===== src/rtl/sefx_pkg.sv =====
// ----------------------------------------------------------------------------
// sefx_pkg
// shared types and codes of the stx/etx framer with block xor check
// ----------------------------------------------------------------------------
`timescale 1ns / 1ps
`default_nettype none

package sefx_pkg;

    // byte kind codes carried on m_tuser
    localparam logic [1:0] KIND_START   = 2'd0;
    localparam logic [1:0] KIND_PAYLOAD = 2'd1;
    localparam logic [1:0] KIND_CHECK   = 2'd2;
    localparam logic [1:0] KIND_END     = 2'd3;

    // register indexes on the config port
    localparam logic [1:0] REG_START_CODE = 2'd0;
    localparam logic [1:0] REG_END_CODE   = 2'd1;
    localparam logic [1:0] REG_PAD_VALUE  = 2'd2;

    localparam logic [7:0] START_CODE_RST = 8'h02;
    localparam logic [7:0] END_CODE_RST   = 8'h03;
    localparam logic [7:0] PAD_VALUE_RST  = 8'hFF;

    // what the accumulator tells the emitter about an accepted beat
    typedef struct packed {
        logic       opening;
        logic       closing;
        logic [7:0] payload;
    } sefx_step_t;

endpackage

`default_nettype wire


===== src/rtl/sefx_accum.sv =====
// ----------------------------------------------------------------------------
// sefx_accum
// frame state and block xor accumulator, updated once per accepted beat
// ----------------------------------------------------------------------------
`timescale 1ns / 1ps
`default_nettype none

module sefx_accum #(
    parameter int CHECK_BYTES = 8
) (
    input  wire logic                       aclk,
    input  wire logic                       aresetn,
    input  wire logic                       in_accept,
    input  wire logic [7:0]                 in_byte,
    input  wire logic                       in_last,
    input  wire logic [7:0]                 pad_value,
    output sefx_pkg::sefx_step_t            step,
    output logic      [CHECK_BYTES*8-1:0]   trailer
);

    localparam int POS_W = (CHECK_BYTES > 1) ? $clog2(CHECK_BYTES) : 1;

    logic [POS_W-1:0]         pos_reg, pos_next;
    logic                     in_frame_reg, in_frame_next;
    logic [CHECK_BYTES*8-1:0] accum_reg, accum_next;
    logic [CHECK_BYTES*8-1:0] accum_upd;
    logic                     closing;

    // the flag is ignored on the byte that opens a frame
    assign closing = in_last && in_frame_reg;

    assign step.opening = !in_frame_reg;
    assign step.closing = closing;
    assign step.payload = in_byte;

    // positions past the current one are padded when a frame closes
    for (genvar i = 0; i < CHECK_BYTES; i++) begin : g_lane
        always_comb begin
            accum_upd[i*8 +: 8] = accum_reg[i*8 +: 8];
            if (pos_reg == POS_W'(i)) begin
                accum_upd[i*8 +: 8] = accum_upd[i*8 +: 8] ^ in_byte;
            end
            if (closing && (POS_W'(i) > pos_reg)) begin
                accum_upd[i*8 +: 8] = accum_upd[i*8 +: 8] ^ pad_value;
            end
        end
    end

    assign trailer = accum_upd;

    always_comb begin
        pos_next      = pos_reg;
        in_frame_next = in_frame_reg;
        accum_next    = accum_reg;
        if (in_accept) begin
            if (closing) begin
                pos_next      = '0;
                in_frame_next = 1'b0;
                accum_next    = '0;
            end else begin
                in_frame_next = 1'b1;
                accum_next    = accum_upd;
                if (pos_reg == POS_W'(CHECK_BYTES - 1)) begin
                    pos_next = '0;
                end else begin
                    pos_next = pos_reg + POS_W'(1);
                end
            end
        end
    end

    always_ff @(posedge aclk) begin
        if (!aresetn) begin
            pos_reg      <= '0;
            in_frame_reg <= 1'b0;
            accum_reg    <= '0;
        end else begin
            pos_reg      <= pos_next;
            in_frame_reg <= in_frame_next;
            accum_reg    <= accum_next;
        end
    end

endmodule

`default_nettype wire


===== src/rtl/sefx_emitter.sv =====
// ----------------------------------------------------------------------------
// sefx_emitter
// output register that plays out the beats caused by one accepted byte
// ----------------------------------------------------------------------------
`timescale 1ns / 1ps
`default_nettype none

module sefx_emitter #(
    parameter int CHECK_BYTES = 8
) (
    input  wire logic                       aclk,
    input  wire logic                       aresetn,
    input  wire logic                       in_accept,
    input  wire sefx_pkg::sefx_step_t       step,
    input  wire logic [CHECK_BYTES*8-1:0]   trailer,
    input  wire logic [7:0]                 start_code,
    input  wire logic [7:0]                 end_code,
    output logic                            free,
    output logic                            m_tvalid,
    input  wire logic                       m_tready,
    output logic      [7:0]                 m_tdata,
    output logic      [1:0]                 m_tuser,
    output logic                            m_tlast
);

    localparam int CNT_W = (CHECK_BYTES > 1) ? $clog2(CHECK_BYTES) : 1;

    // the phase is the kind of the beat on the output
    localparam logic [1:0] PH_START   = sefx_pkg::KIND_START;
    localparam logic [1:0] PH_PAYLOAD = sefx_pkg::KIND_PAYLOAD;
    localparam logic [1:0] PH_CHECK   = sefx_pkg::KIND_CHECK;
    localparam logic [1:0] PH_END     = sefx_pkg::KIND_END;

    logic                     valid_reg, valid_next;
    logic [1:0]               phase_reg, phase_next;
    logic [7:0]               data_reg, data_next;
    logic                     last_reg, last_next;
    logic                     close_reg, close_next;
    logic [7:0]               held_reg, held_next;
    logic [7:0]               end_reg, end_next;
    logic [CHECK_BYTES*8-1:0] trailer_reg, trailer_next;
    logic [CHECK_BYTES*8-1:0] shifted;
    logic [CNT_W-1:0]         cnt_reg, cnt_next;
    logic                     beat;

    assign beat    = valid_reg && m_tready;
    assign free    = !valid_reg || (last_reg && m_tready);
    assign shifted = trailer_reg >> 8;

    always_comb begin
        valid_next   = valid_reg;
        phase_next   = phase_reg;
        data_next    = data_reg;
        last_next    = last_reg;
        close_next   = close_reg;
        held_next    = held_reg;
        end_next     = end_reg;
        trailer_next = trailer_reg;
        cnt_next     = cnt_reg;

        if (beat) begin
            case (phase_reg)
                PH_START: begin
                    phase_next = PH_PAYLOAD;
                    data_next  = held_reg;
                    last_next  = 1'b1;
                end
                PH_PAYLOAD: begin
                    if (close_reg) begin
                        phase_next = PH_CHECK;
                        data_next  = trailer_reg[7:0];
                        last_next  = 1'b0;
                        cnt_next   = '0;
                    end else begin
                        valid_next = 1'b0;
                    end
                end
                PH_CHECK: begin
                    if (cnt_reg == CNT_W'(CHECK_BYTES - 1)) begin
                        phase_next = PH_END;
                        data_next  = end_reg;
                        last_next  = 1'b1;
                    end else begin
                        data_next    = shifted[7:0];
                        trailer_next = shifted;
                        cnt_next     = cnt_reg + CNT_W'(1);
                    end
                end
                default: begin
                    valid_next = 1'b0;
                    close_next = 1'b0;
                end
            endcase
        end

        // a new byte loads once the last beat of the previous one leaves
        if (in_accept) begin
            valid_next = 1'b1;
            close_next = step.closing;
            if (step.opening) begin
                phase_next = PH_START;
                data_next  = start_code;
                last_next  = 1'b0;
                held_next  = step.payload;
            end else begin
                phase_next   = PH_PAYLOAD;
                data_next    = step.payload;
                last_next    = !step.closing;
                trailer_next = trailer;
                end_next     = end_code;
            end
        end
    end

    always_ff @(posedge aclk) begin
        if (!aresetn) begin
            valid_reg <= 1'b0;
            phase_reg <= PH_START;
            last_reg  <= 1'b0;
            close_reg <= 1'b0;
            cnt_reg   <= '0;
        end else begin
            valid_reg <= valid_next;
            phase_reg <= phase_next;
            last_reg  <= last_next;
            close_reg <= close_next;
            cnt_reg   <= cnt_next;
        end
    end

    always_ff @(posedge aclk) begin
        data_reg    <= data_next;
        held_reg    <= held_next;
        end_reg     <= end_next;
        trailer_reg <= trailer_next;
    end

    assign m_tvalid = valid_reg;
    assign m_tdata  = data_reg;
    assign m_tuser  = phase_reg;
    assign m_tlast  = last_reg;

endmodule

`default_nettype wire


===== src/rtl/stx_etx_framer_block_xor_check_core.sv =====
// ----------------------------------------------------------------------------
// stx_etx_framer_block_xor_check_core
// frames payload bytes with start/end delimiters and a block xor check
// ----------------------------------------------------------------------------
// output: registered, so the first beat shows in the cycle after acceptance
// pacing: the single output register plays each beat; the opening byte
//   adds a start delimiter, the closing byte the check bytes and the
//   end delimiter; a new byte waits for the last beat of the one before
// reset: synchronous active-low aresetn clears the frame state, the check
//   bytes and the output, and restores the delimiter and pad registers
`timescale 1ns / 1ps
`default_nettype none

module stx_etx_framer_block_xor_check_core #(
    parameter int CHECK_BYTES = 8
) (
    input  wire logic        aclk,
    input  wire logic        aresetn,
    // config port
    input  wire logic        psel,
    input  wire logic        penable,
    input  wire logic        pwrite,
    input  wire logic [3:0]  paddr,
    input  wire logic [31:0] pwdata,
    output logic      [31:0] prdata,
    output logic             pready,
    // payload in
    input  wire logic        s_tvalid,
    output logic             s_tready,
    input  wire logic [7:0]  s_tdata,   // [7:0] payload_byte
    input  wire logic        s_tlast,   // payload_last
    // frame out
    output logic             m_tvalid,
    input  wire logic        m_tready,
    output logic      [7:0]  m_tdata,   // [7:0] frame_byte
    output logic      [1:0]  m_tuser,   // [1:0] byte_kind
    output logic             m_tlast    // run_last
);

    logic [7:0]               start_code_reg, start_code_next;
    logic [7:0]               end_code_reg, end_code_next;
    logic [7:0]               pad_value_reg, pad_value_next;
    logic                     cfg_write;
    logic [1:0]               cfg_index;
    logic                     in_accept;
    logic                     free;
    sefx_pkg::sefx_step_t     step;
    logic [CHECK_BYTES*8-1:0] trailer;

    assign pready    = 1'b1;
    assign cfg_write = psel && penable && pwrite && pready;
    assign cfg_index = paddr[3:2];

    always_comb begin
        start_code_next = start_code_reg;
        end_code_next   = end_code_reg;
        pad_value_next  = pad_value_reg;
        if (cfg_write) begin
            case (cfg_index)
                sefx_pkg::REG_START_CODE: start_code_next = pwdata[7:0];
                sefx_pkg::REG_END_CODE:   end_code_next   = pwdata[7:0];
                sefx_pkg::REG_PAD_VALUE:  pad_value_next  = pwdata[7:0];
                default: ;
            endcase
        end
    end

    always_comb begin
        case (cfg_index)
            sefx_pkg::REG_START_CODE: prdata = {24'd0, start_code_reg};
            sefx_pkg::REG_END_CODE:   prdata = {24'd0, end_code_reg};
            sefx_pkg::REG_PAD_VALUE:  prdata = {24'd0, pad_value_reg};
            default:                  prdata = 32'd0;
        endcase
    end

    always_ff @(posedge aclk) begin
        if (!aresetn) begin
            start_code_reg <= sefx_pkg::START_CODE_RST;
            end_code_reg   <= sefx_pkg::END_CODE_RST;
            pad_value_reg  <= sefx_pkg::PAD_VALUE_RST;
        end else begin
            start_code_reg <= start_code_next;
            end_code_reg   <= end_code_next;
            pad_value_reg  <= pad_value_next;
        end
    end

    assign s_tready  = free;
    assign in_accept = s_tvalid && s_tready;

    sefx_accum #(
        .CHECK_BYTES (CHECK_BYTES)
    ) u_accum (
        .aclk      (aclk),
        .aresetn   (aresetn),
        .in_accept (in_accept),
        .in_byte   (s_tdata),
        .in_last   (s_tlast),
        .pad_value (pad_value_reg),
        .step      (step),
        .trailer   (trailer)
    );

    sefx_emitter #(
        .CHECK_BYTES (CHECK_BYTES)
    ) u_emitter (
        .aclk       (aclk),
        .aresetn    (aresetn),
        .in_accept  (in_accept),
        .step       (step),
        .trailer    (trailer),
        .start_code (start_code_reg),
        .end_code   (end_code_reg),
        .free       (free),
        .m_tvalid   (m_tvalid),
        .m_tready   (m_tready),
        .m_tdata    (m_tdata),
        .m_tuser    (m_tuser),
        .m_tlast    (m_tlast)
    );

endmodule

`default_nettype wire


===== config.mk =====
export PLATFORM = sky130hd
export DESIGN_NAME = stx_etx_framer_block_xor_check_core
export DESIGN_NICKNAME = d
export VERILOG_FILES = /design/src/rtl/sefx_pkg.sv /design/src/rtl/sefx_accum.sv /design/src/rtl/sefx_emitter.sv /design/src/rtl/stx_etx_framer_block_xor_check_core.sv
export SDC_FILE = /design/constraint.sdc
export NUM_CORES = 1
export LEC_CHECK = 0
export ABC_AREA = 1
export BUFFER_PORTS_ARGS = -buffer_cell sky130_fd_sc_hd__buf_4
export CAP_MARGIN = 40
export CORE_UTILIZATION = 40
export CTS_CLUSTER_SIZE = 30
export DETAILED_ROUTE_END_ITERATION = 16
export PLACE_DENSITY_LB_ADDON = 0.12
export SLEW_MARGIN = 15
export SYNTH_ARGS = -nofsm -noshare
export SYNTH_HDL_FRONTEND = slang
export SYNTH_SLANG_ARGS = --single-unit

===== constraint.sdc =====
create_clock -name aclk -period 2.6 [get_ports aclk]
set_input_delay 0.39 -clock aclk [delete_from_list [all_inputs] [get_ports aclk]]
set_output_delay 0.39 -clock aclk [all_outputs]
set_load 0.01 [all_outputs]

==> results_dict.tcl <==
set metrics [dict create \
    clock_path_buffers 2 \
    area_growth_pct 12.2 \
    detail_route.drc_violations 6 \
    synth_top_cells_by_area "dfxtp_1 (31%), nand2_1 (22%), nand3_1 (10%), edfxtp_1 (6.7%), o21ai_0 (5.5%)" \
    cp_max_fo 15 \
    critPathArrivalTime_ns 2.58 \
    antenna_found_initial 0 \
    relSlewSlack_pct 56.6 \
    htreeDepth 4 \
    cts-root-buf "clkbuf_16" \
    top_usage_layer "met2" \
    worst_pin_slew_ns 0.650 \
    num_vias 11000 \
    synth.largest_area_cell "dfxtp_1" \
    rsz0062_at_grt "no" \
    grt_max_degree 98 \
    post-route-min-period_ns 2.27 \
    cts-resized-gates 0 \
    syn_area_per_cell_um2 6.42 \
    viasPerCell 5.38 \
    synth_edf_count 24 \
    grt_pass1_vias 9843 \
    die-area_mm2 0.0276 \
    finalNetCount 1763 \
    status "complete, but fails checks" \
    total_power_w 0.00777 \
    required_ns 2.91 \
    overflow 0 \
    period_share_pct 87.3 \
    critPathKind "reg2reg" \
    netlist_instances 1676 \
    drv_slew 0 \
    start_util_pct 41.1 \
    yosysTopAreaCellShare_pct 30.5 \
    clock-skew-final_ns 0.0145 \
    place_hpwl_um 25000 \
    firstDrtPassIters 12 \
    async_flop_share_pct 0 \
    hp-class "in2reg" \
    initialDrtViolationCount 1066 \
    die_w_um 166 \
    layout_commonest_cell "nand2_1" \
    crit_path_end_kind "flop" \
    hold_viol 0 \
    ant_nets 0 \
    cts-buffers-inserted 17 \
    clkTransAtPathRegs_ns 0.08 \
    fin_ws_ns 0.331 \
    hold_slack_ns 0.166 \
    maxCapViolCount 0 \
    total_leakage_power_nw 5.53 \
    use_met3_pct 3.46 \
    max-vdd-ir-drop_mv 0.381 \
    grt_usage_pct 26.3 \
    fillers 2735 \
    diodes 0 \
    ys_warn_count 0 \
    rows 59 \
    post-place-ws_ns 0.169 \
    ctsHoldBuffers 0 \
    grt_pass1_wl_um 56300 \
    start_kind "flop" \
    synth_top_flop_cell "dfxtp_1" \
    ios 98 \
    grtUsageMet1_pct 37.8 \
    wl_per_cell_um 17.7 \
    die_y_um 166 \
    synth_seq_cells 188 \
    clk_latency_ns 0.44 \
    final_cell_mix "nand2_1 (628), nand3_1 (218), dfxtp_1 (164)" \
    tns_ns 0 \
    clock_sinks 188 \
    setup_viol 0 \
    ys_types 34 \
    fmax_ghz 0.441 \
    post_cts.repair.setup_buffers 0 \
    cts_tree "done" \
    p_per_area_mw_per_mm2 643 \
    seq_area_frac_synth_pct 37.2 \
    drive_above_1_share_pct 8.29 \
    gp_congestion 0.865 \
    routed_wl_um 36200 \
    failed_checks "DRC" \
    coreArea_mm2 0.0262 \
    grtUsageMet2_pct 41.1 \
    portBuffers 46 \
    syn_area_mm2 0.0108 \
]
## cells in the mapped netlist, types with 12 or more instances
cell      count
nand2_1     628
nand3_1     218
dfxtp_1     164
inv_1       148
o21ai_0     118
nor2_1       59
a21oi_1      42
clkbuf_1     40
buf_2        39
o22ai_1      38
o211ai_1     37
buf_4        27
edfxtp_1     24
nand4_1      18
ha_1         12
nand3b_1     12
## stage by stage
| step | instance area [um2] | utilization [%] | instances |
|---|---|---|---|
| 2_1_floorplan | 10900 | - | 1699 |
| 3_3_place_gp | 11400 | 43.6 | 2014 |
| 3_5_place_dp | 11500 | 43.7 | 2015 |
| 4_1_cts | 12100 | 46.1 | 2047 |
| 5_1_grt | 12100 | 46.1 | 2047 |
| 6_report | 12100 | 46.1 | 2047 |
## worst max-delay path, stage by stage, from the launching register on
cell and delay (ns):
dfxtp_1 0.36, inv_1 0.10, ha_1 0.27, inv_2 0.09, nor2_2 0.41, nand2_1 0.51, o21ai_0 0.30, o21ai_0 0.10
## cell type report
type	instances	area [um2]	share of cell area, %
multi-input cells	1246	5700	47.2
clock buffers	18	450	3.73
repair buffers	90	751	6.22
flip-flops and latches	188	4000	33.2
inverters	156	586	4.85
clock inverters	14	170	1.41
well taps	335	419	3.47
## kinds of logic (layout without fill, tap and decap cells)
kind of cell,count (synthesis),after routing,synth area share [%]
other cells,2,25,0.0698
fa+ha+maj,12,12,1.39
compound gates,238,238,12.4
xor+xnor,6,6,0.488
simple gates,965,965,37.7
flops,188,188,37.2
buf+inv,265,278,10.7
## path summary, 6_finish.rpt
kind	startpoint	to	slack, ns	depth (start not counted)
worst max-delay path	u_emitter.m_tuser[0]$_SDFFE_PN0P_	u_emitter.trailer_reg[13]$_DFF_P_	0.33	7
worst min-delay path	pwdata[1]	start_code_reg[1]$_SDFFE_PN1P_	0.17	3
worst max register to register	u_emitter.m_tuser[0]$_SDFFE_PN0P_	u_emitter.trailer_reg[13]$_DFF_P_	0.33	7
worst min register to register	u_accum.accum_reg[59]$_SDFFE_PN0P_	u_accum.accum_reg[59]$_SDFFE_PN0P_	0.47	2
## power by group
group	leakage, nW	switching, W	internal [W]	total, W
combinational	3.66	0.000999	0.000521	0.00152
clock	0.302	0.00134	0.00144	0.00278
sequential	1.57	0.000191	0.00327	0.00347
total	5.53	0.00253	0.00524	0.00777
## metal layers
metal  vias up  part of all wire (%)
li1       5471                     -
met1      5136                    47
met2       364                    44
met3        39                   6.9
met4         0                   1.9
met5         -                     0
Note: power is estimated with default switching activity, not from simulation.
